File: config.mk
export PLATFORM = sky130hd
export DESIGN_NAME = basic_token_splitter_top
export DESIGN_NICKNAME = d
export VERILOG_FILES = /design/src/hw/rtl/tbs_pkg.sv /design/src/hw/rtl/tbs_front.sv /design/src/hw/rtl/tbs_queue.sv /design/src/hw/rtl/tbs_back.sv /design/src/hw/rtl/basic_token_splitter_top.sv
export SDC_FILE = /design/constraint.sdc
export NUM_CORES = 1
export LEC_CHECK = 0
export BUFFER_PORTS_ARGS = -buffer_cell sky130_fd_sc_hd__buf_2
export CAP_MARGIN = 20
export CELL_PAD_IN_SITES_DETAIL_PLACEMENT = 1
export CELL_PAD_IN_SITES_GLOBAL_PLACEMENT = 1
export CORE_MARGIN = 2
export CORE_UTILIZATION = 25
export DETAILED_ROUTE_END_ITERATION = 10
export MAX_ROUTING_LAYER = met4
export PLACE_DENSITY_LB_ADDON = 0.1
export SYNTH_ARGS = -nofsm -noshare
export SYNTH_HDL_FRONTEND = slang
export SYNTH_HIERARCHICAL = 1
export SYNTH_SLANG_ARGS = --single-unit
File: constraint.sdc
create_clock -name i_clk -period 30.4 [get_ports i_clk]
set_input_delay 3.04 -clock i_clk [delete_from_list [all_inputs] [get_ports i_clk]]
set_output_delay 3.04 -clock i_clk [all_outputs]
set_load 0.005 [all_outputs]
File: src/hw/rtl/tbs_pkg.sv
// Shared types, constants and the byte classifier for the token splitter.
// No dependencies; used by every module of the block.
`default_nettype none

package tbs_pkg;

    localparam int LENGTH_BITS = 10;
    localparam int MAX_RESULTS = 4;
    localparam int RES_CNT_BITS = 3;
    localparam int QUEUE_DEPTH = 2;
    localparam int QPTR_BITS = 1;
    localparam int QCNT_BITS = 2;

    localparam logic [LENGTH_BITS-1:0] LIMIT_RESET = LENGTH_BITS'((1 << LENGTH_BITS) - 1);

    localparam logic [1:0] ERR_NONE     = 2'd0;
    localparam logic [1:0] ERR_INVALID  = 2'd1;
    localparam logic [1:0] ERR_TOO_LONG = 2'd2;
    localparam logic [1:0] ERR_UNTERM   = 2'd3;

    localparam logic [7:0] CH_NUL   = 8'h00;
    localparam logic [7:0] CH_QUOTE = 8'h22;
    localparam logic [7:0] CH_LT    = 8'h3C;
    localparam logic [7:0] CH_GT    = 8'h3E;
    localparam logic [7:0] CH_EQ    = 8'h3D;

    typedef enum logic [1:0] {
        MODE_NORMAL,
        MODE_STRING,
        MODE_LT,
        MODE_GT
    } t_mode;

    typedef enum logic [2:0] {
        CLS_BLANK,
        CLS_OP,
        CLS_QUOTE,
        CLS_LT,
        CLS_GT,
        CLS_WORD,
        CLS_BAD
    } t_cls;

    typedef struct packed {
        logic [7:0] ch;
        logic       valid;
        logic       tend;
        logic [1:0] err;
    } t_res;

    typedef struct packed {
        t_res [MAX_RESULTS-1:0]  res;
        logic [RES_CNT_BITS-1:0] cnt;
        logic                    last;
    } t_bundle;

    function automatic t_cls classify(input logic [7:0] c);
        t_cls k;
        case (c) inside
            8'h20, 8'h09, 8'h0D, 8'h0C, 8'h0B: k = CLS_BLANK;
            8'h2B, 8'h2D, 8'h2A, 8'h2F, 8'h28, 8'h29, 8'h5E, 8'h3D, 8'h2C, 8'h0A: k = CLS_OP;
            CH_QUOTE: k = CLS_QUOTE;
            CH_LT: k = CLS_LT;
            CH_GT: k = CLS_GT;
            [8'h41:8'h5A], [8'h61:8'h7A], [8'h30:8'h39], 8'h5F, 8'h2E: k = CLS_WORD;
            default: k = CLS_BAD;
        endcase
        return k;
    endfunction

endpackage

`default_nettype wire

File: src/hw/rtl/tbs_front.sv
// Front end: takes text bytes, classifies them, tracks lexer state and
// builds the bundle of results for each byte. Uses tbs_pkg.
`default_nettype none

module tbs_front (
    input  wire logic                          i_clk,
    input  wire logic                          i_rst_n,
    input  wire logic                          i_cfg_wr_en,
    input  wire logic [tbs_pkg::LENGTH_BITS-1:0] i_cfg_wr_data,
    input  wire logic                          i_valid,
    input  wire logic [7:0]                    i_byte,
    input  wire logic                          i_last,
    input  wire logic                          i_q_full,
    output logic                               o_ready,
    output logic                               o_push,
    output tbs_pkg::t_bundle                   o_bundle
);

    localparam int LB = tbs_pkg::LENGTH_BITS;

    tbs_pkg::t_mode        r_mode, n_mode, w_mode_mid;
    logic [LB-1:0]         r_cnt, n_cnt;
    logic                  r_halt, n_halt;
    logic [LB-1:0]         r_max;
    tbs_pkg::t_cls         w_cls;
    logic [1:0]            w_err;
    logic                  f_sign, f_sign_end, f_close, f_char, f_char_end;
    logic                  f_end_sign, f_end_close, f_bare;
    logic                  w_accept;

    assign w_cls    = tbs_pkg::classify(i_byte);
    assign o_ready  = !i_q_full;
    assign w_accept = i_valid && o_ready;

    // next state and emit flags
    always_comb begin
        logic [LB-1:0] cur;
        logic          run_norm;
        logic          pair;
        cur         = r_cnt;
        run_norm    = 1'b0;
        pair        = 1'b0;
        w_mode_mid  = r_mode;
        w_err       = tbs_pkg::ERR_NONE;
        f_sign      = 1'b0;
        f_sign_end  = 1'b0;
        f_close     = 1'b0;
        f_char      = 1'b0;
        f_char_end  = 1'b0;
        f_end_sign  = 1'b0;
        f_end_close = 1'b0;
        f_bare      = 1'b0;
        n_mode      = r_mode;
        n_cnt       = r_cnt;
        n_halt      = r_halt;
        if (r_halt) begin
            if (i_last) begin
                f_bare = 1'b1;
                n_mode = tbs_pkg::MODE_NORMAL;
                n_cnt  = '0;
                n_halt = 1'b0;
            end
        end else begin
            case (r_mode)
                tbs_pkg::MODE_LT, tbs_pkg::MODE_GT: begin
                    pair = (i_byte == tbs_pkg::CH_EQ) ||
                           (r_mode == tbs_pkg::MODE_LT && i_byte == tbs_pkg::CH_GT);
                    f_sign     = 1'b1;
                    w_mode_mid = tbs_pkg::MODE_NORMAL;
                    cur        = '0;
                    if (pair) begin
                        f_char     = 1'b1;
                        f_char_end = 1'b1;
                    end else begin
                        f_sign_end = 1'b1;
                        run_norm   = 1'b1;
                    end
                end
                tbs_pkg::MODE_STRING: begin
                    if (i_byte == tbs_pkg::CH_NUL) begin
                        w_err = tbs_pkg::ERR_INVALID;
                    end else if ({1'b0, r_cnt} + (LB+1)'(1) >= {1'b0, r_max}) begin
                        w_err = tbs_pkg::ERR_TOO_LONG;
                    end else begin
                        cur    = r_cnt + LB'(1);
                        f_char = 1'b1;
                        if (i_byte == tbs_pkg::CH_QUOTE) begin
                            f_char_end = 1'b1;
                            w_mode_mid = tbs_pkg::MODE_NORMAL;
                            cur        = '0;
                        end
                    end
                end
                default: run_norm = 1'b1;
            endcase

            if (run_norm) begin
                case (w_cls)
                    tbs_pkg::CLS_BLANK: begin
                        f_close = (cur != '0);
                        cur     = '0;
                    end
                    tbs_pkg::CLS_OP: begin
                        f_close    = (cur != '0);
                        cur        = '0;
                        f_char     = 1'b1;
                        f_char_end = 1'b1;
                    end
                    tbs_pkg::CLS_QUOTE: begin
                        f_close    = (cur != '0);
                        f_char     = 1'b1;
                        w_mode_mid = tbs_pkg::MODE_STRING;
                        cur        = LB'(1);
                    end
                    tbs_pkg::CLS_LT: begin
                        f_close    = (cur != '0);
                        cur        = '0;
                        w_mode_mid = tbs_pkg::MODE_LT;
                    end
                    tbs_pkg::CLS_GT: begin
                        f_close    = (cur != '0);
                        cur        = '0;
                        w_mode_mid = tbs_pkg::MODE_GT;
                    end
                    tbs_pkg::CLS_WORD: begin
                        if (cur >= r_max) begin
                            w_err = tbs_pkg::ERR_TOO_LONG;
                        end else begin
                            f_char = 1'b1;
                            cur    = cur + LB'(1);
                        end
                    end
                    default: w_err = tbs_pkg::ERR_INVALID;
                endcase
            end

            if (w_err == tbs_pkg::ERR_NONE && i_last) begin
                if (w_mode_mid == tbs_pkg::MODE_STRING) begin
                    w_err = tbs_pkg::ERR_UNTERM;
                end else if (w_mode_mid == tbs_pkg::MODE_LT ||
                             w_mode_mid == tbs_pkg::MODE_GT) begin
                    f_end_sign = 1'b1;
                end else begin
                    f_end_close = (cur != '0);
                end
            end

            if (w_err != tbs_pkg::ERR_NONE) begin
                n_mode = tbs_pkg::MODE_NORMAL;
                n_cnt  = '0;
                n_halt = !i_last;
            end else if (i_last) begin
                f_bare = !(f_sign || f_close || f_char || f_end_sign || f_end_close);
                n_mode = tbs_pkg::MODE_NORMAL;
                n_cnt  = '0;
            end else begin
                n_mode = w_mode_mid;
                n_cnt  = cur;
            end
        end
    end

    // result bundle in emission order
    always_comb begin
        logic [tbs_pkg::RES_CNT_BITS-1:0] k;
        k        = '0;
        o_bundle = '0;
        if (f_sign) begin
            o_bundle.res[k[1:0]] = '{ch: (r_mode == tbs_pkg::MODE_LT) ? tbs_pkg::CH_LT
                                                                    : tbs_pkg::CH_GT,
                                     valid: 1'b1, tend: f_sign_end, err: tbs_pkg::ERR_NONE};
            k = k + 3'd1;
        end
        if (f_close) begin
            o_bundle.res[k[1:0]] = '{ch: 8'h00, valid: 1'b0, tend: 1'b1,
                                     err: tbs_pkg::ERR_NONE};
            k = k + 3'd1;
        end
        if (f_char) begin
            o_bundle.res[k[1:0]] = '{ch: i_byte, valid: 1'b1, tend: f_char_end,
                                     err: tbs_pkg::ERR_NONE};
            k = k + 3'd1;
        end
        if (f_end_sign) begin
            o_bundle.res[k[1:0]] = '{ch: (w_mode_mid == tbs_pkg::MODE_LT) ? tbs_pkg::CH_LT
                                                                        : tbs_pkg::CH_GT,
                                     valid: 1'b1, tend: 1'b1, err: tbs_pkg::ERR_NONE};
            k = k + 3'd1;
        end
        if (f_end_close) begin
            o_bundle.res[k[1:0]] = '{ch: 8'h00, valid: 1'b0, tend: 1'b1,
                                     err: tbs_pkg::ERR_NONE};
            k = k + 3'd1;
        end
        if (w_err != tbs_pkg::ERR_NONE) begin
            o_bundle.res[k[1:0]] = '{ch: 8'h00, valid: 1'b0, tend: 1'b0, err: w_err};
            k = k + 3'd1;
        end
        if (f_bare) begin
            o_bundle.res[k[1:0]] = '{ch: 8'h00, valid: 1'b0, tend: 1'b0,
                                     err: tbs_pkg::ERR_NONE};
            k = k + 3'd1;
        end
        o_bundle.cnt  = k;
        o_bundle.last = i_last;
    end

    assign o_push = w_accept && (o_bundle.cnt != '0);

    always_ff @(posedge i_clk) begin
        if (!i_rst_n) begin
            r_mode <= tbs_pkg::MODE_NORMAL;
            r_cnt  <= '0;
            r_halt <= 1'b0;
            r_max  <= tbs_pkg::LIMIT_RESET;
        end else begin
            if (i_cfg_wr_en) begin
                r_max <= i_cfg_wr_data;
            end
            if (w_accept) begin
                r_mode <= n_mode;
                r_cnt  <= n_cnt;
                r_halt <= n_halt;
            end
        end
    end

    a_halt_clean: assert property (@(posedge i_clk) disable iff (!i_rst_n)
        r_halt |-> (r_mode == tbs_pkg::MODE_NORMAL && r_cnt == '0))
        else $error("halted with open token state");

    a_sign_no_count: assert property (@(posedge i_clk) disable iff (!i_rst_n)
        (r_mode == tbs_pkg::MODE_LT || r_mode == tbs_pkg::MODE_GT) |-> r_cnt == '0)
        else $error("pending sign with nonzero count");

endmodule

`default_nettype wire

File: src/hw/rtl/tbs_queue.sv
// Small bundle queue between the front end and the result sequencer.
// Uses tbs_pkg for the bundle type and depth.
`default_nettype none

module tbs_queue (
    input  wire logic             i_clk,
    input  wire logic             i_rst_n,
    input  wire logic             i_push,
    input  wire tbs_pkg::t_bundle i_data,
    input  wire logic             i_pop,
    output logic                  o_full,
    output logic                  o_valid,
    output tbs_pkg::t_bundle      o_data
);

    tbs_pkg::t_bundle                r_mem [tbs_pkg::QUEUE_DEPTH];
    logic [tbs_pkg::QPTR_BITS-1:0]   r_wr, r_rd;
    logic [tbs_pkg::QCNT_BITS-1:0]   r_count;

    assign o_full  = (r_count == tbs_pkg::QCNT_BITS'(tbs_pkg::QUEUE_DEPTH));
    assign o_valid = (r_count != '0);
    assign o_data  = r_mem[r_rd];

    always_ff @(posedge i_clk) begin
        if (i_push) begin
            r_mem[r_wr] <= i_data;
        end
    end

    always_ff @(posedge i_clk) begin
        if (!i_rst_n) begin
            r_wr    <= '0;
            r_rd    <= '0;
            r_count <= '0;
        end else begin
            if (i_push) begin
                r_wr <= r_wr + 1'b1;
            end
            if (i_pop) begin
                r_rd <= r_rd + 1'b1;
            end
            if (i_push && !i_pop) begin
                r_count <= r_count + tbs_pkg::QCNT_BITS'(1);
            end else if (!i_push && i_pop) begin
                r_count <= r_count - tbs_pkg::QCNT_BITS'(1);
            end
        end
    end

    a_no_overflow: assert property (@(posedge i_clk) disable iff (!i_rst_n)
        r_count <= tbs_pkg::QCNT_BITS'(tbs_pkg::QUEUE_DEPTH))
        else $error("queue count beyond depth");

endmodule

`default_nettype wire

File: src/hw/rtl/tbs_back.sv
// Back end: walks the results of the head bundle one per cycle, while the
// output is not stalled, into the output register. Uses tbs_pkg.
`default_nettype none

module tbs_back (
    input  wire logic              i_clk,
    input  wire logic              i_rst_n,
    input  wire logic              i_q_valid,
    input  wire tbs_pkg::t_bundle  i_q_data,
    output logic                   o_pop,
    output logic                   o_tvalid,
    input  wire logic              i_tready,
    output logic [15:0]            o_tdata,
    output logic                   o_tlast
);

    logic [1:0]      r_idx;
    tbs_pkg::t_res   r_out;
    logic            r_out_last;
    logic            r_out_done;
    logic            r_out_valid;
    logic            w_load;
    logic            w_is_last;

    assign w_load    = !r_out_valid || i_tready;
    assign w_is_last = ({1'b0, r_idx} + 3'd1) == i_q_data.cnt;
    assign o_pop     = w_load && i_q_valid && w_is_last;

    always_ff @(posedge i_clk) begin
        if (w_load && i_q_valid) begin
            r_out      <= i_q_data.res[r_idx];
            r_out_last <= w_is_last;
            r_out_done <= w_is_last && i_q_data.last;
        end
    end

    always_ff @(posedge i_clk) begin
        if (!i_rst_n) begin
            r_idx       <= '0;
            r_out_valid <= 1'b0;
        end else if (w_load) begin
            r_out_valid <= i_q_valid;
            if (i_q_valid) begin
                r_idx <= w_is_last ? 2'd0 : r_idx + 2'd1;
            end
        end
    end

    assign o_tvalid = r_out_valid;
    assign o_tdata  = {3'b000, r_out_last, r_out.err, r_out.tend, r_out.valid, r_out.ch};
    assign o_tlast  = r_out_done;

    a_done_is_last: assert property (@(posedge i_clk) disable iff (!i_rst_n)
        (r_out_valid && r_out_done) |-> r_out_last)
        else $error("text done on a non-final result");

    a_pop_needs_data: assert property (@(posedge i_clk) disable iff (!i_rst_n)
        o_pop |-> (i_q_valid && i_q_data.cnt != '0))
        else $error("pop of empty or zero-length bundle");

endmodule

`default_nettype wire

File: src/hw/rtl/basic_token_splitter_top.sv
// Top level of the token splitter: front end, bundle queue, result sequencer.
// Depends on tbs_pkg, tbs_front, tbs_queue and tbs_back.
//
//  channel  | dir | payload
//  s_axis   | in  | tdata[7:0] in_byte, tlast text_last
//  m_axis   | out | tdata: out_char, char_valid, token_end, error_code, last_result
//           |     | tlast text_done
//  cfg      | in  | wr_data[9:0] max_token_length, written when wr_en is high
//
// One byte is taken per cycle while the two-entry bundle queue has room.
// The output register emits one result per cycle while the consumer accepts, so
// n results take n transfers; results pass the bundle queue, then the output
// register. Synchronous active-low reset clears lexer state, queue and output
// valid; the length limit returns to 1023. Either side may stall independently.
`default_nettype none

module basic_token_splitter_top (
    input  wire logic        i_clk,
    input  wire logic        i_rst_n,
    input  wire logic        i_cfg_wr_en,
    input  wire logic [9:0]  i_cfg_wr_data,
    input  wire logic        i_s_axis_tvalid,
    output logic             o_s_axis_tready,
    input  wire logic [7:0]  i_s_axis_tdata,   // [7:0] in_byte
    input  wire logic        i_s_axis_tlast,
    output logic             o_m_axis_tvalid,
    input  wire logic        i_m_axis_tready,
    // [7:0] out_char, [8] char_valid, [9] token_end, [11:10] error_code,
    // [12] last_result, [15:13] zero
    output logic [15:0]      o_m_axis_tdata,
    output logic             o_m_axis_tlast
);

    logic             w_push, w_pop, w_full, w_q_valid;
    tbs_pkg::t_bundle w_push_data, w_head;

    tbs_front u_front (
        .i_clk         (i_clk),
        .i_rst_n       (i_rst_n),
        .i_cfg_wr_en   (i_cfg_wr_en),
        .i_cfg_wr_data (i_cfg_wr_data),
        .i_valid       (i_s_axis_tvalid),
        .i_byte        (i_s_axis_tdata),
        .i_last        (i_s_axis_tlast),
        .i_q_full      (w_full),
        .o_ready       (o_s_axis_tready),
        .o_push        (w_push),
        .o_bundle      (w_push_data)
    );

    tbs_queue u_queue (
        .i_clk   (i_clk),
        .i_rst_n (i_rst_n),
        .i_push  (w_push),
        .i_data  (w_push_data),
        .i_pop   (w_pop),
        .o_full  (w_full),
        .o_valid (w_q_valid),
        .o_data  (w_head)
    );

    tbs_back u_back (
        .i_clk     (i_clk),
        .i_rst_n   (i_rst_n),
        .i_q_valid (w_q_valid),
        .i_q_data  (w_head),
        .o_pop     (w_pop),
        .o_tvalid  (o_m_axis_tvalid),
        .i_tready  (i_m_axis_tready),
        .o_tdata   (o_m_axis_tdata),
        .o_tlast   (o_m_axis_tlast)
    );

endmodule

`default_nettype wire
=== Yosys cells after proc, flatten, opt, wreduce, memory -nomap -nowiden ===
Memory sizes are Yosys's and may differ from the RTL's. A register that Yosys moved wholly into a read port is not among the register bits.
Index checks and enable logic that the tools add are counted.

* Register bits after elaboration: 44
* Memory bits (writable): 104
* Input port bits: 24
* Output and inout port bits: 19
* Logic and storage cells: 272
* Memories kept: 1

{| class="wikitable"
|+ Memories
! memory !! words !! bits a word !! rd ports !! clocked after Yosys merged registers in !! write ports !! line !! RTL
|-
| u_queue.r_mem || 2 || 52 || 1 || 1 || 1 || tbs_queue.sv:16 || <nowiki>tbs_pkg::t_bundle r_mem [tbs_pkg::QUEUE_DEPTH];</nowiki>
|}

* Add/subtract/negate cells: 15
* Order comparisons: 21
* Equality and inequality tests: 35
* Muxes and demuxes: 127
* Bitwise logic cells: 8
* Reductions and logical operators: 50

{| class="wikitable"
|+ Operator list
! cell !! number
|-
| $mux W48 || 6
|-
| $bwmux W48 || 3
|-
| $demux W12 S2 || 6
|-
| $mux W10 || 11
|-
| $eq A8 B6 Y1 const B || 13
|-
| $mux W12 || 8
|-
| $not A44 Y44 || 2
|-
| $mux W2 || 26
|-
| $and A48 B48 Y48 || 1
|-
| $not A48 Y48 || 1
|-
| $mux W1 || 46
|-
| $and A11 B44 Y44 || 1
|-
| $and A44 B44 Y44 || 1
|-
| $eq A8 B4 Y1 const B || 5
|-
| $mux W3 || 11
|-
| $pmux W10 S3 || 1
|-
| $bmux W12 S2 || 1
|-
| $add A10 B1 Y10 const B || 2
|-
| $pmux W10 S2 || 1
|-
| $reduce_bool A10 Y1 || 2
|-
| $logic_and A1 B1 Y1 || 18
|-
| $lt A2 B3 Y1 const B || 6
|-
| $eq A8 B7 Y1 const B || 2
|-
| $ge A8 B7 Y1 const B || 2
|-
| other kinds (39) || 80
|}

=== Depth between registers and ports, before layout ===
Gate-level depths: netlist (run 1).

* Word-level depth: 33
* Mapped depth: 39
* Mapped depth without buffers: 39

=== By module ===
The synthesis (run 1) kept the hierarchy.

{| class="wikitable"
|+ Modules (own cells, without submodules)
! module !! times used !! cells an instance !! area an instance (µm²) !! sequential area each (µm²)
|-
| tbs_front || 1 || 584 || 4078.9 || 460.4
|-
| tbs_queue || 1 || 184 || 3991.3 || 3223.1
|-
| tbs_back || 1 || 54 || 962.2 || 480.5
|}

=== Least setup slack after synthesis (run 1) ===
No wires, ideal clock.

* Path type: input-to-reg
* Start point: input port i_s_axis_tdata[0]
* End point: memory u_queue/r_mem[0][0] (netlist name), enable pin
* Setup time: 0.469 ns
* Arrival: 11.339 ns
* Required time: 29.931 ns
* Slack: 18.592 ns
* Stages: 31
* Path buffers: 1
* Cells stage by stage: clkbuf_1 -> nor3_1 -> a31oi_1 -> o211a_1 -> a21boi_0 -> nor2_1 -> a21boi_0 -> ha_1 -> nand2b_1 -> a2111oi_0 -> o311ai_0 -> a22oi_1 -> o21ai_0 -> a21oi_1 -> inv_1 -> fa_1 -> inv_1 -> ha_1 -> nand2_1 -> o21ai_0 -> ha_1 -> a21oi_1 -> nor2_1 -> ha_1 -> and3_1 -> xor2_1 -> xor2_1 -> nand2_1 -> mux2i_1 -> o22ai_1 -> nor2b_1

* Longest elaborated chain between the ends: 31
* Elaborated cells between the ends (all ways): 136
* Those cells by class: 6 x add/sub; 7 x order compare; 28 x eq/ne; 68 x mux; 27 x reduce/logical

{| class="wikitable"
|+ Ends and longest elaborated chain
! item !! line !! RTL
|-
| from (decl) || basic_token_splitter_top.sv:24 || <nowiki>input wire logic [7:0] i_s_axis_tdata,</nowiki>
|-
| branches (longest 26 deep; another with $ge A8 B6 Y1) || - ||
|-
| $mux W3 * || tbs_front.sv:199 || <nowiki>if (f_bare) begin</nowiki>
|-
| $reduce_bool A3 Y1 * || tbs_front.sv:208 || <nowiki>assign o_push = w_accept && (o_bundle.cnt != '0);</nowiki>
|-
| $logic_and A1 B1 Y1 * || tbs_front.sv:208 ||
|-
| via w_push || basic_token_splitter_top.sv:34 || <nowiki>logic w_push, w_pop, w_full, w_q_valid;</nowiki>
|-
| $mux W1 * || tbs_queue.sv:25 || <nowiki>if (i_push) begin</nowiki>
|-
| $mux W1 (not written as such) * || tbs_queue.sv:26 || <nowiki>r_mem[r_wr] <= i_data;</nowiki>
|-
| to (decl) || tbs_queue.sv:16 ||
|}

Mark *: on every way through the listed nets, which the timed path passes. The select of a mux whose other input is x is not followed.

=== Final worst setup path (run 1) ===
* Start point: input port i_s_axis_tdata[2]
* End point: memory u_queue/r_mem[0][37] (netlist name), enable pin

The elaborated chain is that of the path after synthesis.

==> run_summary.xml, run 1 <==
<?xml version="1.0" encoding="UTF-8"?>
<metrics>
  <group name="floorplan">
    <metric name="ioPinCount" unit="">43</metric>
    <metric name="dieArea" unit="µm²">37700</metric>
    <metric name="initial_core_utilization" unit="%">25.4</metric>
    <metric name="placement_rows" unit="">69</metric>
    <metric name="placeableCoreArea" unit="µm²">35600</metric>
    <metric name="die_height" unit="µm">194</metric>
    <metric name="floorplan.die.width" unit="µm">194</metric>
  </group>
  <group name="synth">
    <metric name="synth.avg_cell_area" unit="µm²">11.0</metric>
    <metric name="yosysSeqAreaShare" unit="%">46.1</metric>
    <metric name="synth.lib_cells_used.distinct" unit="">82</metric>
    <metric name="synth_async_sr_flop_share" unit="%">0</metric>
    <metric name="synth.ff_latch_count" unit="">149</metric>
    <metric name="synth_top_flop_cell" unit="">edfxtp_1</metric>
    <metric name="synth_edf_count" unit="">118</metric>
    <metric name="synth_cells" unit="">822</metric>
    <metric name="yosysWarnings" unit="">6</metric>
    <metric name="synth_area" unit="µm²">9030</metric>
  </group>
  <group name="sta">
    <metric name="tightest_slew" unit="ps">889</metric>
    <metric name="relSlewSlack" unit="%">40.7</metric>
    <metric name="fin_setup_tns" unit="ps">0</metric>
    <metric name="number_of_endpoints_failing_setup_at_the_final_stage" unit="">0</metric>
    <metric name="fin_crit" unit="ps">11240</metric>
    <metric name="final_hold_viol_count" unit="">0</metric>
    <metric name="max_freq" unit="GHz">0.0890</metric>
    <metric name="grt_setup_unrepaired" unit="">no</metric>
    <metric name="clock-skew-final" unit="ps">14.6</metric>
    <metric name="period_share" unit="%">37.0</metric>
    <metric name="slew_viol_final" unit="">0</metric>
  </group>
  <group name="worst_setup_path">
    <metric name="critical-path-top-delay-family" unit="">compound AO/OA/AOI/OAI gates</metric>
    <metric name="worstSetupStartpointType" unit="">input port</metric>
    <metric name="critPathMostFrequentCell" unit="">ha_1</metric>
    <metric name="crit_path_end_kind" unit="">register</metric>
    <metric name="crit_path_max_incr_delay" unit="ps">640</metric>
    <metric name="worstSetupPathDepth" unit="">31</metric>
    <metric name="worst_reg_to_reg_cells" unit="">35</metric>
    <metric name="critical_path.n_buffers_inverters" unit="">4</metric>
    <metric name="cp_data_arrival_time" unit="ps">11310</metric>
    <metric name="worst-setup-path-type" unit="">in -&gt; reg</metric>
    <metric name="timing.critical_path.required" unit="ps">30470</metric>
    <metric name="critPathMaxFanout" unit="">53</metric>
    <metric name="critPathSlowestCell" unit="">nor3_1</metric>
  </group>
  <group name="drt">
    <metric name="routed_wl" unit="µm">26000</metric>
    <metric name="detail_route.wl_per_cell" unit="µm">19.7</metric>
    <metric name="vias_per_cell" unit="">4.86</metric>
    <metric name="drtAntennaViolNets" unit="">0</metric>
    <metric name="remaining_design_rule_violation_count" unit="">0</metric>
    <metric name="m1WireLength" unit="µm">12300</metric>
    <metric name="drt_iter0_markers" unit="">305</metric>
    <metric name="met2_wire_len" unit="µm">12600</metric>
    <metric name="num_vias" unit="">6400</metric>
    <metric name="highest_metal_layer_with_signal_wires" unit="">met4</metric>
    <metric name="met3_length" unit="µm">595</metric>
    <metric name="dr.pass1.iters" unit="">4</metric>
  </group>
  <group name="power">
    <metric name="power_per_cell_area" unit="nW/µm²">67.8</metric>
    <metric name="worst_vdd_rail_ir_drop" unit="µV">41.3</metric>
    <metric name="total_power" unit="W">0.000690</metric>
    <metric name="p_leak" unit="nW">3.93</metric>
  </group>
  <group name="clocking">
    <metric name="cts_num_sinks" unit="">149</metric>
    <metric name="cts.reportedPaths.clkPinSlew" unit="ps">60</metric>
    <metric name="clock_insertion_delay_worst_skew" unit="ps">450</metric>
    <metric name="number_of_cts_inserted_buffers" unit="">17</metric>
    <metric name="root_buffer" unit="">clkbuf_16</metric>
    <metric name="number_of_setup_buffers_added_after_cts" unit="">0</metric>
    <metric name="cts-root-to-sink-buffers" unit="">2</metric>
    <metric name="cts-hold-fix-buffers" unit="">0</metric>
    <metric name="cts_resized" unit="">0</metric>
    <metric name="ctsHtreeMaxLevel" unit="">4</metric>
    <metric name="cts_tree" unit="">done</metric>
  </group>
  <group name="finish">
    <metric name="layout_common_cells" unit="">118 x edfxtp_1, 80 x nand2_1, 54 x mux2_2</metric>
    <metric name="fin_area" unit="µm²">10200</metric>
    <metric name="num_antenna_cells" unit="">0</metric>
    <metric name="area_growth_syn_to_layout" unit="%">12.8</metric>
    <metric name="layout.cells.most_common" unit="">edfxtp_1</metric>
    <metric name="drive_gt1_share" unit="%">19.5</metric>
    <metric name="design.final.nets" unit="">915</metric>
  </group>
  <group name="global_route">
    <metric name="largest_net_degree_at_the_start_of_global_routing" unit="">54</metric>
    <metric name="via_count_of_the_first_global_routing_pass" unit="">6660</metric>
    <metric name="grt_usage" unit="%">14.5</metric>
    <metric name="antenna_found_initial" unit="">1</metric>
    <metric name="overflow_left_after_global_routing" unit="">0</metric>
    <metric name="first_pass_grt_wire_length" unit="µm">40700</metric>
  </group>
  <group name="placed_design">
    <metric name="placed_area" unit="µm²">9600</metric>
    <metric name="dp_hpwl" unit="µm">19100</metric>
    <metric name="io_buffers" unit="">39</metric>
    <metric name="routabilityCongestion" unit="">0.783</metric>
  </group>
  <group name="flow_run">
    <metric name="maxCapViolations" unit="">0</metric>
  </group>
  <group name="status">
    <metric name="status" unit="">complete, no violations</metric>
  </group>
  <group name="min_path">
    <metric name="worst_hold_path.num_cells" unit="">2</metric>
    <metric name="hold_path.class" unit="">reg -&gt; reg</metric>
  </group>
</metrics>
==> cell type report <==
cell class | count | area [µm²]
Timing Repair Buffer | 45 | 240
Fill cell | 3977 | 25400
Inverter | 38 | 143
Tap cell | 461 | 577
Clock buffer | 17 | 425
Sequential cell | 149 | 4170
Multi-Input combinational cell | 593 | 4480
Clock inverter | 15 | 158
==> synthesized netlist by cell type (all sizes together) (12+ instances only) <==
master	n	area, µm²
nand2	81	312
buf	25	193
inv	37	139
edfxtp	118	3540
a21oi	39	199
a21boi	12	90.1
dfxtp	31	621
mux2	54	608
ha	46	576
nand3	20	100
and3	29	186
xnor2	18	165
clkbuf	19	71.3
o211ai	20	150
mux4	12	285
o21ai	18	93.8
and2	26	163
a22oi	13	97.6
nor2	51	191
==> worst paths after layout <==
| path | from | end | slack (ps) |
|---|---|---|---|
| worst min register to register | u_queue/r_count[1] | u_queue/r_count[1] | 520 |
| worst min-delay path | u_queue/r_count[1] | u_queue/r_count[1] | 520 |
| worst max register to register | u_front/r_cnt[2] | u_queue/r_mem[0][37] | 20110 |
| worst max-delay path | i_s_axis_tdata[2] | u_queue/r_mem[0][37] | 19170 |
==> worst register-to-register path, delay by kind of cell (launching register included) <==
| kind | cells | cell delay (ps) |
|---|---|---|
| simple gates | 10 | 1960 |
| buf+inv | 3 | 790 |
| mux | 1 | 70 |
| fa+ha+maj | 6 | 2120 |
| compound gates | 12 | 3590 |
| flops | 1 | 510 |
| xor+xnor | 3 | 790 |
==> logic make-up (layout without fill, tap and decap cells) <==
family / count (synthesis) / count (layout) / share of synthesized area [%]
and+or+nand+nor: 267 / 267 / 15.2
AOI/OAI and AO/OA: 178 / 178 / 14.5
DFF: 149 / 149 / 46.1
buffers and inverters: 82 / 115 / 4.50
muxes: 69 / 69 / 10.2
adders and majority gates: 47 / 47 / 6.59
xor gates and xnor gates: 29 / 29 / 2.90
other: 1 / 3 / 0.0415
==> where the power goes <==
| group | switching (W) | internal (W) | leakage, nW |
|---|---|---|---|
| clock | 0.0000981 | 0.000116 | 0.287 |
| sequential | 0.0000132 | 0.000280 | 1.39 |
| combinational | 0.000102 | 0.0000806 | 2.25 |
==> metal layers <==
| layer | GRT usage (%) | vias to the layer above |
|---|---|---|
| met5 | - | - |
| met4 | 4.24 | 0 |
| met3 | 2.59 | 22 |
| met2 | 24.0 | 59 |
| met1 | 18.2 | 3211 |
| li1 | - | 3108 |
==> sequential cells by signal (all words and copies together), names as in the netlist, named ones only <==
name               flops
u_back/o_tvalid        1
u_queue/r_mem        104
u_back/r_out_last      1
u_queue/r_count        2
u_front/r_halt         1
u_queue/r_rd           1
u_back/o_tdata        12
u_back/r_idx           2
u_front/r_mode         2
u_back/o_tlast         1
u_queue/r_wr           1
u_front/r_cnt         10
u_front/r_max         10
==> per-stage QoR <==
| stage | worst slack [ps] | hold WS, ps | cells | util, % |
|---|---|---|---|---|
| after floorplan | 18590 | 461 | 824 | - |
| after global placement | 18840 | 481 | 1286 | 27.0 |
| after detailed placement | 18720 | 515 | 1286 | 27.0 |
| after CTS | 19160 | 526 | 1318 | 28.6 |
| after global routing | 18360 | 550 | 1318 | 28.6 |
| final | 19170 | 515 | 1318 | 28.6 |
Power figures use the tool's default switching activity.
==> inputs of run 2 (changes only) <==
--- a/config.mk
+++ b/config.mk
@@ -5,6 +5,7 @@
 export SDC_FILE = /design/constraint.sdc
 export NUM_CORES = 1
 export LEC_CHECK = 0
+export ABC_AREA = 1
 export BUFFER_PORTS_ARGS = -buffer_cell sky130_fd_sc_hd__buf_2
 export CAP_MARGIN = 20
 export CELL_PAD_IN_SITES_DETAIL_PLACEMENT = 1
==> constraint.sdc (replaced) <==
create_clock -name i_clk -period 10.3 [get_ports i_clk]
set_input_delay 1.03 -clock i_clk [delete_from_list [all_inputs] [get_ports i_clk]]
set_output_delay 1.03 -clock i_clk [all_outputs]
set_load 0.005 [all_outputs]
==> run_summary.xml, run 2 <==
<?xml version="1.0" encoding="UTF-8"?>
<metrics>
  <group name="synth">
    <metric name="yosysWarnings" unit="">6</metric>
    <metric name="yosysSeqAreaShare" unit="%">44.3</metric>
    <metric name="synth.ff_latch_count" unit="">149</metric>
    <metric name="synth.avg_cell_area" unit="µm²">9.15</metric>
    <metric name="synth_top_cells_by_area" unit="">edfxtp_1 38%, mux2_4 8.0%, nand2_1 7.5%</metric>
    <metric name="synth_top_cell_by_area" unit="">edfxtp_1</metric>
    <metric name="synth_area" unit="µm²">9400</metric>
    <metric name="synth_top_flop_cell" unit="">edfxtp_1</metric>
    <metric name="synth.lib_cells_used.distinct" unit="">55</metric>
    <metric name="synth_cells" unit="">1027</metric>
    <metric name="synth_edf_count" unit="">118</metric>
    <metric name="yosysMostFrequentCell" unit="">nand2_1</metric>
    <metric name="synthTopCellsByCount" unit="">189 x nand2_1, 118 x edfxtp_1, 117 x inv_1, 108 x nor2_1, 56 x nand3_1</metric>
    <metric name="synth_async_sr_flop_share" unit="%">0</metric>
    <metric name="post_synth_top_area_share" unit="%">37.7</metric>
  </group>
  <group name="global_route">
    <metric name="via_count_of_the_first_global_routing_pass" unit="">7401</metric>
    <metric name="largest_net_degree_at_the_start_of_global_routing" unit="">52</metric>
    <metric name="first_pass_grt_wire_length" unit="µm">43700</metric>
    <metric name="overflow_left_after_global_routing" unit="">0</metric>
    <metric name="grt_usage" unit="%">15.4</metric>
    <metric name="antenna_found_initial" unit="">0</metric>
  </group>
  <group name="worst_setup_path">
    <metric name="critPathSlowestCell" unit="">fa_1</metric>
    <metric name="critPathMaxFanout" unit="">51</metric>
    <metric name="timing.critical_path.required" unit="ps">10370</metric>
    <metric name="worst_reg_to_reg_cells" unit="">51</metric>
    <metric name="worstSetupPathDepth" unit="">51</metric>
    <metric name="crit_path_max_incr_delay" unit="ps">570</metric>
    <metric name="worstSetupStartpointType" unit="">register</metric>
    <metric name="crit_path_end_kind" unit="">register</metric>
    <metric name="critical_path.n_buffers_inverters" unit="">12</metric>
    <metric name="cp_data_arrival_time" unit="ps">9010</metric>
    <metric name="critPathMostFrequentCell" unit="">nand2_1</metric>
    <metric name="critical-path-top-delay-family" unit="">simple AND/OR/NAND/NOR gates</metric>
    <metric name="worst-setup-path-type" unit="">reg -&gt; reg</metric>
  </group>
  <group name="finish">
    <metric name="largest_register_ff_count" unit="">104</metric>
    <metric name="largest-register" unit="">u_queue/r_mem</metric>
    <metric name="drive_gt1_share" unit="%">20.4</metric>
    <metric name="layout_common_cells" unit="">189 x nand2_1, 118 x edfxtp_1, 116 x inv_1</metric>
    <metric name="layout.cells.most_common" unit="">nand2_1</metric>
    <metric name="area_growth_syn_to_layout" unit="%">13.1</metric>
    <metric name="num_antenna_cells" unit="">0</metric>
    <metric name="stdcell_count" unit="">1546</metric>
    <metric name="design.final.nets" unit="">1130</metric>
  </group>
  <group name="drt">
    <metric name="m1WireLength" unit="µm">13300</metric>
    <metric name="dr.pass1.iters" unit="">4</metric>
    <metric name="num_vias" unit="">6949</metric>
    <metric name="vias_per_cell" unit="">4.49</metric>
    <metric name="met2_wire_len" unit="µm">13400</metric>
    <metric name="highest_metal_layer_with_signal_wires" unit="">met4</metric>
    <metric name="routed_wl" unit="µm">27600</metric>
    <metric name="detail_route.wl_per_cell" unit="µm">17.9</metric>
    <metric name="drt_iter0_markers" unit="">343</metric>
    <metric name="drtAntennaViolNets" unit="">0</metric>
    <metric name="met3_length" unit="µm">598</metric>
    <metric name="remaining_design_rule_violation_count" unit="">0</metric>
  </group>
  <group name="clocking">
    <metric name="ctsHtreeMaxLevel" unit="">4</metric>
    <metric name="clock_insertion_delay_worst_skew" unit="ps">450</metric>
    <metric name="cts_num_sinks" unit="">149</metric>
    <metric name="number_of_cts_inserted_buffers" unit="">17</metric>
    <metric name="cts-root-to-sink-buffers" unit="">2</metric>
    <metric name="number_of_setup_buffers_added_after_cts" unit="">0</metric>
    <metric name="cts_resized" unit="">0</metric>
    <metric name="cts-hold-fix-buffers" unit="">0</metric>
    <metric name="cts.reportedPaths.clkPinSlew" unit="ps">70</metric>
    <metric name="cts_tree" unit="">done</metric>
    <metric name="root_buffer" unit="">clkbuf_16</metric>
  </group>
  <group name="sta">
    <metric name="final_hold_viol_count" unit="">0</metric>
    <metric name="fin_setup_tns" unit="ps">0</metric>
    <metric name="slew_viol_final" unit="">0</metric>
    <metric name="tightest_slew" unit="ps">981</metric>
    <metric name="max_freq" unit="GHz">0.112</metric>
    <metric name="number_of_endpoints_failing_setup_at_the_final_stage" unit="">0</metric>
    <metric name="fin_crit" unit="ps">8940</metric>
    <metric name="period_share" unit="%">86.8</metric>
    <metric name="grt_setup_unrepaired" unit="">no</metric>
    <metric name="relSlewSlack" unit="%">34.6</metric>
    <metric name="clock-skew-final" unit="ps">12.1</metric>
  </group>
  <group name="power">
    <metric name="clock_power_share" unit="%">32.0</metric>
    <metric name="pwr-share-comb" unit="%">27.9</metric>
    <metric name="share_seq_of_total_power" unit="%">40.1</metric>
    <metric name="internal_power" unit="W">0.00141</metric>
    <metric name="p_leak" unit="nW">4.49</metric>
    <metric name="power_per_cell_area" unit="nW/µm²">198</metric>
    <metric name="worst_vdd_rail_ir_drop" unit="µV">124</metric>
    <metric name="netSwitchingFraction" unit="%">33.2</metric>
    <metric name="net-switching-power" unit="W">0.000699</metric>
  </group>
  <group name="floorplan">
    <metric name="dieArea" unit="µm²">39200</metric>
    <metric name="ioPinCount" unit="">43</metric>
    <metric name="initial_core_utilization" unit="%">25.2</metric>
    <metric name="placement_rows" unit="">71</metric>
    <metric name="placeableCoreArea" unit="µm²">37300</metric>
    <metric name="die_height" unit="µm">198</metric>
    <metric name="floorplan.die.width" unit="µm">198</metric>
  </group>
  <group name="min_path">
    <metric name="worst_hold_path.num_cells" unit="">2</metric>
    <metric name="hold_path.class" unit="">reg -&gt; reg</metric>
  </group>
  <group name="placed_design">
    <metric name="place.detailed.instances" unit="">1514</metric>
    <metric name="io_buffers" unit="">39</metric>
    <metric name="dp_hpwl" unit="µm">20600</metric>
    <metric name="routabilityCongestion" unit="">0.790</metric>
  </group>
  <group name="flow_run">
    <metric name="maxCapViolations" unit="">0</metric>
  </group>
  <group name="status">
    <metric name="status" unit="">complete, no violations</metric>
  </group>
</metrics>
## run 2: changes by cell type in the layout (fill, tap and decap cells not counted), sizes merged, moves of 26 or more
| cell | delta |
|---|---|
| nand3 | +46 |
| and2 | -26 |
| nor2 | +72 |
| nand2 | +133 |
| and3 | -29 |
| o21ai | +37 |
| inv | +100 |
## run 2: metrics by stage
stage	hold WS [ps]	util, %	area, µm²	total power (W)	setup WS, ps
detailed placement	502	26.8	10000	0.00147	1250
CTS	513	28.5	10600	0.00215	1230
global route	538	28.5	10600	0.00223	274
floorplan	466	-	9410	0.00130	1060
global placement	485	26.8	10000	0.00146	1380
finish	513	28.5	10600	0.00211	1360
## run 2: power by group through the flow
| stage | Sequential, W | Clock [W] | Combinational (W) |
|---|---|---|---|
| floorplan | 0.000849 | 0 | 0.000446 |
| global placement | 0.000857 | 0 | 0.000603 |
| detailed placement | 0.000860 | 0 | 0.000607 |
| CTS | 0.000847 | 0.000693 | 0.000609 |
| global route | 0.000857 | 0.000713 | 0.000665 |
| finish | 0.000844 | 0.000675 | 0.000587 |
## run 2: final timing paths
check             slack (ps)             start                    to
setup / recovery        1360  u_front/r_cnt[3]  u_queue/r_mem[0][35]
hold / removal           510      u_queue/r_rd              register
setup reg to reg        1360  u_front/r_cnt[3]  u_queue/r_mem[0][35]
hold reg to reg          510      u_queue/r_rd              register
## run 2: tightest hold or removal path: stages, from the launching register on
cell     delay, ps
dfxtp_1        330
nor2_1          60
nor2_1          90
## run 2: cells by family (layout without fill, tap and decap cells)
| kind of cell | Yosys count | in the layout | synth area share (%) |
|---|---|---|---|
| mux | 52 | 52 | 8.23 |
| other cells | 1 | 3 | 0.0399 |
| fa+ha+maj | 47 | 47 | 6.34 |
| buf+inv | 176 | 219 | 8.69 |
| flops | 149 | 149 | 44.3 |
| simple gates | 450 | 450 | 22.5 |
| xor+xnor | 8 | 8 | 0.746 |
| compound gates | 144 | 144 | 9.15 |
## run 2: metal layers
layer | up-vias | global-route usage [%]
met1 | 3362 | 19.2
li1 | 3518 | -
met2 | 52 | 25.8
met5 | - | -
met4 | 0 | 4.62
met3 | 17 | 2.16
## run 2: cell type report
type | count | area (µm²)
fillers | 4330 | 26700
multi-input cells | 704 | 4450
flip-flops and latches | 149 | 4170
well taps | 474 | 593
inverters | 143 | 544
clock buffers | 17 | 425
repair buffers | 44 | 245
clock inverters | 15 | 209
==> inputs of run 3 (changes only) <==
--- a/config.mk
+++ b/config.mk
@@ -12,6 +12,7 @@
 export CELL_PAD_IN_SITES_GLOBAL_PLACEMENT = 1
 export CORE_MARGIN = 2
 export CORE_UTILIZATION = 25
+export CTS_BUF_LIST = sky130_fd_sc_hd__clkbuf_4 sky130_fd_sc_hd__clkbuf_8
 export DETAILED_ROUTE_END_ITERATION = 10
 export MAX_ROUTING_LAYER = met4
 export PLACE_DENSITY_LB_ADDON = 0.1
==> run_summary.xml, run 3 (synthesis gave the netlist of run 2 again) <==
<?xml version="1.0" encoding="UTF-8"?>
<metrics>
  <group name="sta">
    <metric name="fin_ws" unit="ps">1400</metric>
    <metric name="relSlewSlack" unit="%">33.8</metric>
    <metric name="grt_setup_unrepaired" unit="">no</metric>
    <metric name="slew_viol_final" unit="">0</metric>
    <metric name="period_share" unit="%">86.4</metric>
    <metric name="max_freq" unit="GHz">0.112</metric>
    <metric name="final_hold_viol_count" unit="">0</metric>
    <metric name="number_of_endpoints_failing_setup_at_the_final_stage" unit="">0</metric>
    <metric name="tightest_slew" unit="ps">992</metric>
    <metric name="fin_setup_tns" unit="ps">0</metric>
    <metric name="clock-skew-final" unit="ps">20.1</metric>
    <metric name="fin_crit" unit="ps">8900</metric>
  </group>
  <group name="drt">
    <metric name="drt_iter0_markers" unit="">338</metric>
    <metric name="num_vias" unit="">6932</metric>
    <metric name="vias_per_cell" unit="">4.48</metric>
    <metric name="detail_route.wl_per_cell" unit="µm">17.9</metric>
    <metric name="remaining_design_rule_violation_count" unit="">0</metric>
    <metric name="drtAntennaViolNets" unit="">0</metric>
    <metric name="dr.pass1.iters" unit="">4</metric>
    <metric name="routed_wl" unit="µm">27600</metric>
  </group>
  <group name="clocking">
    <metric name="cts.reportedPaths.clkPinSlew" unit="ps">90</metric>
    <metric name="ctsHtreeMaxLevel" unit="">4</metric>
    <metric name="number_of_cts_inserted_buffers" unit="">17</metric>
    <metric name="cts_resized" unit="">0</metric>
    <metric name="number_of_setup_buffers_added_after_cts" unit="">0</metric>
    <metric name="cts-hold-fix-buffers" unit="">0</metric>
    <metric name="root_buffer" unit="">clkbuf_8</metric>
    <metric name="cts-root-to-sink-buffers" unit="">2</metric>
    <metric name="cts_tree" unit="">done</metric>
    <metric name="clock_insertion_delay_worst_skew" unit="ps">500</metric>
    <metric name="cts_num_sinks" unit="">149</metric>
  </group>
  <group name="global_route">
    <metric name="met1_routing_resource_usage_after_global_routing" unit="%">19.1</metric>
    <metric name="largest_net_degree_at_the_start_of_global_routing" unit="">52</metric>
    <metric name="first_pass_grt_wire_length" unit="µm">43600</metric>
    <metric name="grt_usage" unit="%">15.4</metric>
    <metric name="overflow_left_after_global_routing" unit="">0</metric>
    <metric name="met2_track_usage_gr" unit="%">25.9</metric>
    <metric name="grt_busiest_layer" unit="">met2</metric>
    <metric name="antenna_found_initial" unit="">0</metric>
    <metric name="via_count_of_the_first_global_routing_pass" unit="">7424</metric>
    <metric name="grtUsageMet3" unit="%">2.27</metric>
  </group>
  <group name="placed_design">
    <metric name="io_buffers" unit="">39</metric>
    <metric name="routabilityCongestion" unit="">0.790</metric>
    <metric name="placed_area" unit="µm²">10000</metric>
    <metric name="pre_cts_slack" unit="ps">1250</metric>
    <metric name="dp_hpwl" unit="µm">20600</metric>
  </group>
  <group name="finish">
    <metric name="drive_gt1_share" unit="%">20.4</metric>
    <metric name="design.final.nets" unit="">1130</metric>
    <metric name="largest_register_ff_count" unit="">104</metric>
    <metric name="fin_area" unit="µm²">10400</metric>
    <metric name="largest-register" unit="">u_queue/r_mem</metric>
    <metric name="layout_common_cells" unit="">189 x nand2_1, 118 x edfxtp_1, 116 x inv_1</metric>
    <metric name="layout.cells.most_common" unit="">nand2_1</metric>
    <metric name="num_antenna_cells" unit="">0</metric>
    <metric name="area_growth_syn_to_layout" unit="%">11.1</metric>
  </group>
  <group name="floorplan">
    <metric name="die_height" unit="µm">198</metric>
    <metric name="floorplan.die.width" unit="µm">198</metric>
    <metric name="ioPinCount" unit="">43</metric>
    <metric name="initial_core_utilization" unit="%">25.2</metric>
    <metric name="placement_rows" unit="">71</metric>
    <metric name="dieArea" unit="µm²">39200</metric>
    <metric name="placeableCoreArea" unit="µm²">37300</metric>
  </group>
  <group name="power">
    <metric name="worst_vdd_rail_ir_drop" unit="µV">93.8</metric>
    <metric name="power_per_cell_area" unit="nW/µm²">186</metric>
    <metric name="p_leak" unit="nW">4.41</metric>
  </group>
  <group name="worst_setup_path">
    <metric name="reg2reg_setup_slack" unit="ps">1400</metric>
    <metric name="worst_reg_to_reg_cells" unit="">51</metric>
    <metric name="r2r-start" unit="">u_front/r_cnt[3]</metric>
    <metric name="critical-path-top-delay-family" unit="">simple AND/OR/NAND/NOR gates</metric>
    <metric name="worstSetupStartpointType" unit="">register</metric>
    <metric name="crit_path_max_incr_delay" unit="ps">590</metric>
    <metric name="timing.critical_path.required" unit="ps">10420</metric>
    <metric name="r2r_end" unit="">u_queue/r_mem[0][9]</metric>
    <metric name="crit_path_end_kind" unit="">register</metric>
    <metric name="worst-setup-path-type" unit="">reg -&gt; reg</metric>
    <metric name="critical_path.n_buffers_inverters" unit="">12</metric>
    <metric name="critPathMostFrequentCell" unit="">nand2_1</metric>
    <metric name="critPathSlowestCell" unit="">buf_4</metric>
    <metric name="cp_data_arrival_time" unit="ps">9020</metric>
    <metric name="critPathMaxFanout" unit="">51</metric>
  </group>
  <group name="flow_run">
    <metric name="maxCapViolations" unit="">0</metric>
  </group>
  <group name="min_path">
    <metric name="hold_path.class" unit="">reg -&gt; reg</metric>
    <metric name="worst_hold_path.num_cells" unit="">2</metric>
    <metric name="worst_min_delay_path_startpoint" unit="">u_queue/r_rd</metric>
  </group>
  <group name="status">
    <metric name="status" unit="">complete, no violations</metric>
  </group>
</metrics>
## run 3: layer usage
metal / vias to the layer above / part of all wire, %
li1: 3517 / -
met1: 3347 / 48
met2: 53 / 48
met3: 15 / 2.0
met4: 0 / 1.1
met5: - / 0
## run 3: stage by stage
| stage | util (%) | hold WS [ps] | power [W] | std cells |
|---|---|---|---|---|
| floorplan | - | 466 | 0.00130 | 1029 |
| global placement | 26.8 | 485 | 0.00146 | 1514 |
| detailed placement | 26.8 | 502 | 0.00147 | 1514 |
| CTS | 28.0 | 518 | 0.00199 | 1546 |
| global route | 28.0 | 544 | 0.00207 | 1546 |
| finish | 28.0 | 519 | 0.00194 | 1546 |
## run 3: how the worst max path moves through the flow
stage / startpoint / end / slack (ps) / cells past startpoint
after floorplan: u_front/r_cnt[3] / u_queue/r_mem[0][0] / 1060 / 51
after global placement: u_front/r_cnt[3] / u_queue/r_mem[1][24] / 1380 / 50
after global routing: u_front/r_cnt[2] / u_queue/r_mem[0][47] / 280 / 51
after CTS: u_front/r_cnt[2] / u_queue/r_mem[0][9] / 1230 / 51
after detailed placement: u_front/r_cnt[2] / u_queue/r_mem[0][23] / 1250 / 51
final: u_front/r_cnt[3] / u_queue/r_mem[0][9] / 1400 / 51
## run 3: cell type report
type                            count  area, µm²
Tap cell                          474        593
Fill cell                        4344      26900
Clock buffer                       17        234
Sequential cell                   149       4170
Clock inverter                     15        209
Inverter                          143        544
Timing Repair Buffer               44        245
Multi-Input combinational cell    704       4450
## run 3: worst register-to-register path, delay by kind of cell (launching register included)
family / cells / cell delay (ps)
xor gates and xnor gates: 1 / 200
AOI/OAI and AO/OA: 4 / 510
and+or+nand+nor: 27 / 3380
DFF: 1 / 520
adders and majority gates: 7 / 2260
buffers and inverters: 12 / 1610
## run 3: power breakdown
part / total [W] / switching, W / internal, W
Clock: 0.000509 / 0.000279 / 0.000230
Sequential: 0.000843 / 0.0000404 / 0.000802
Combinational: 0.000588 / 0.000357 / 0.000231
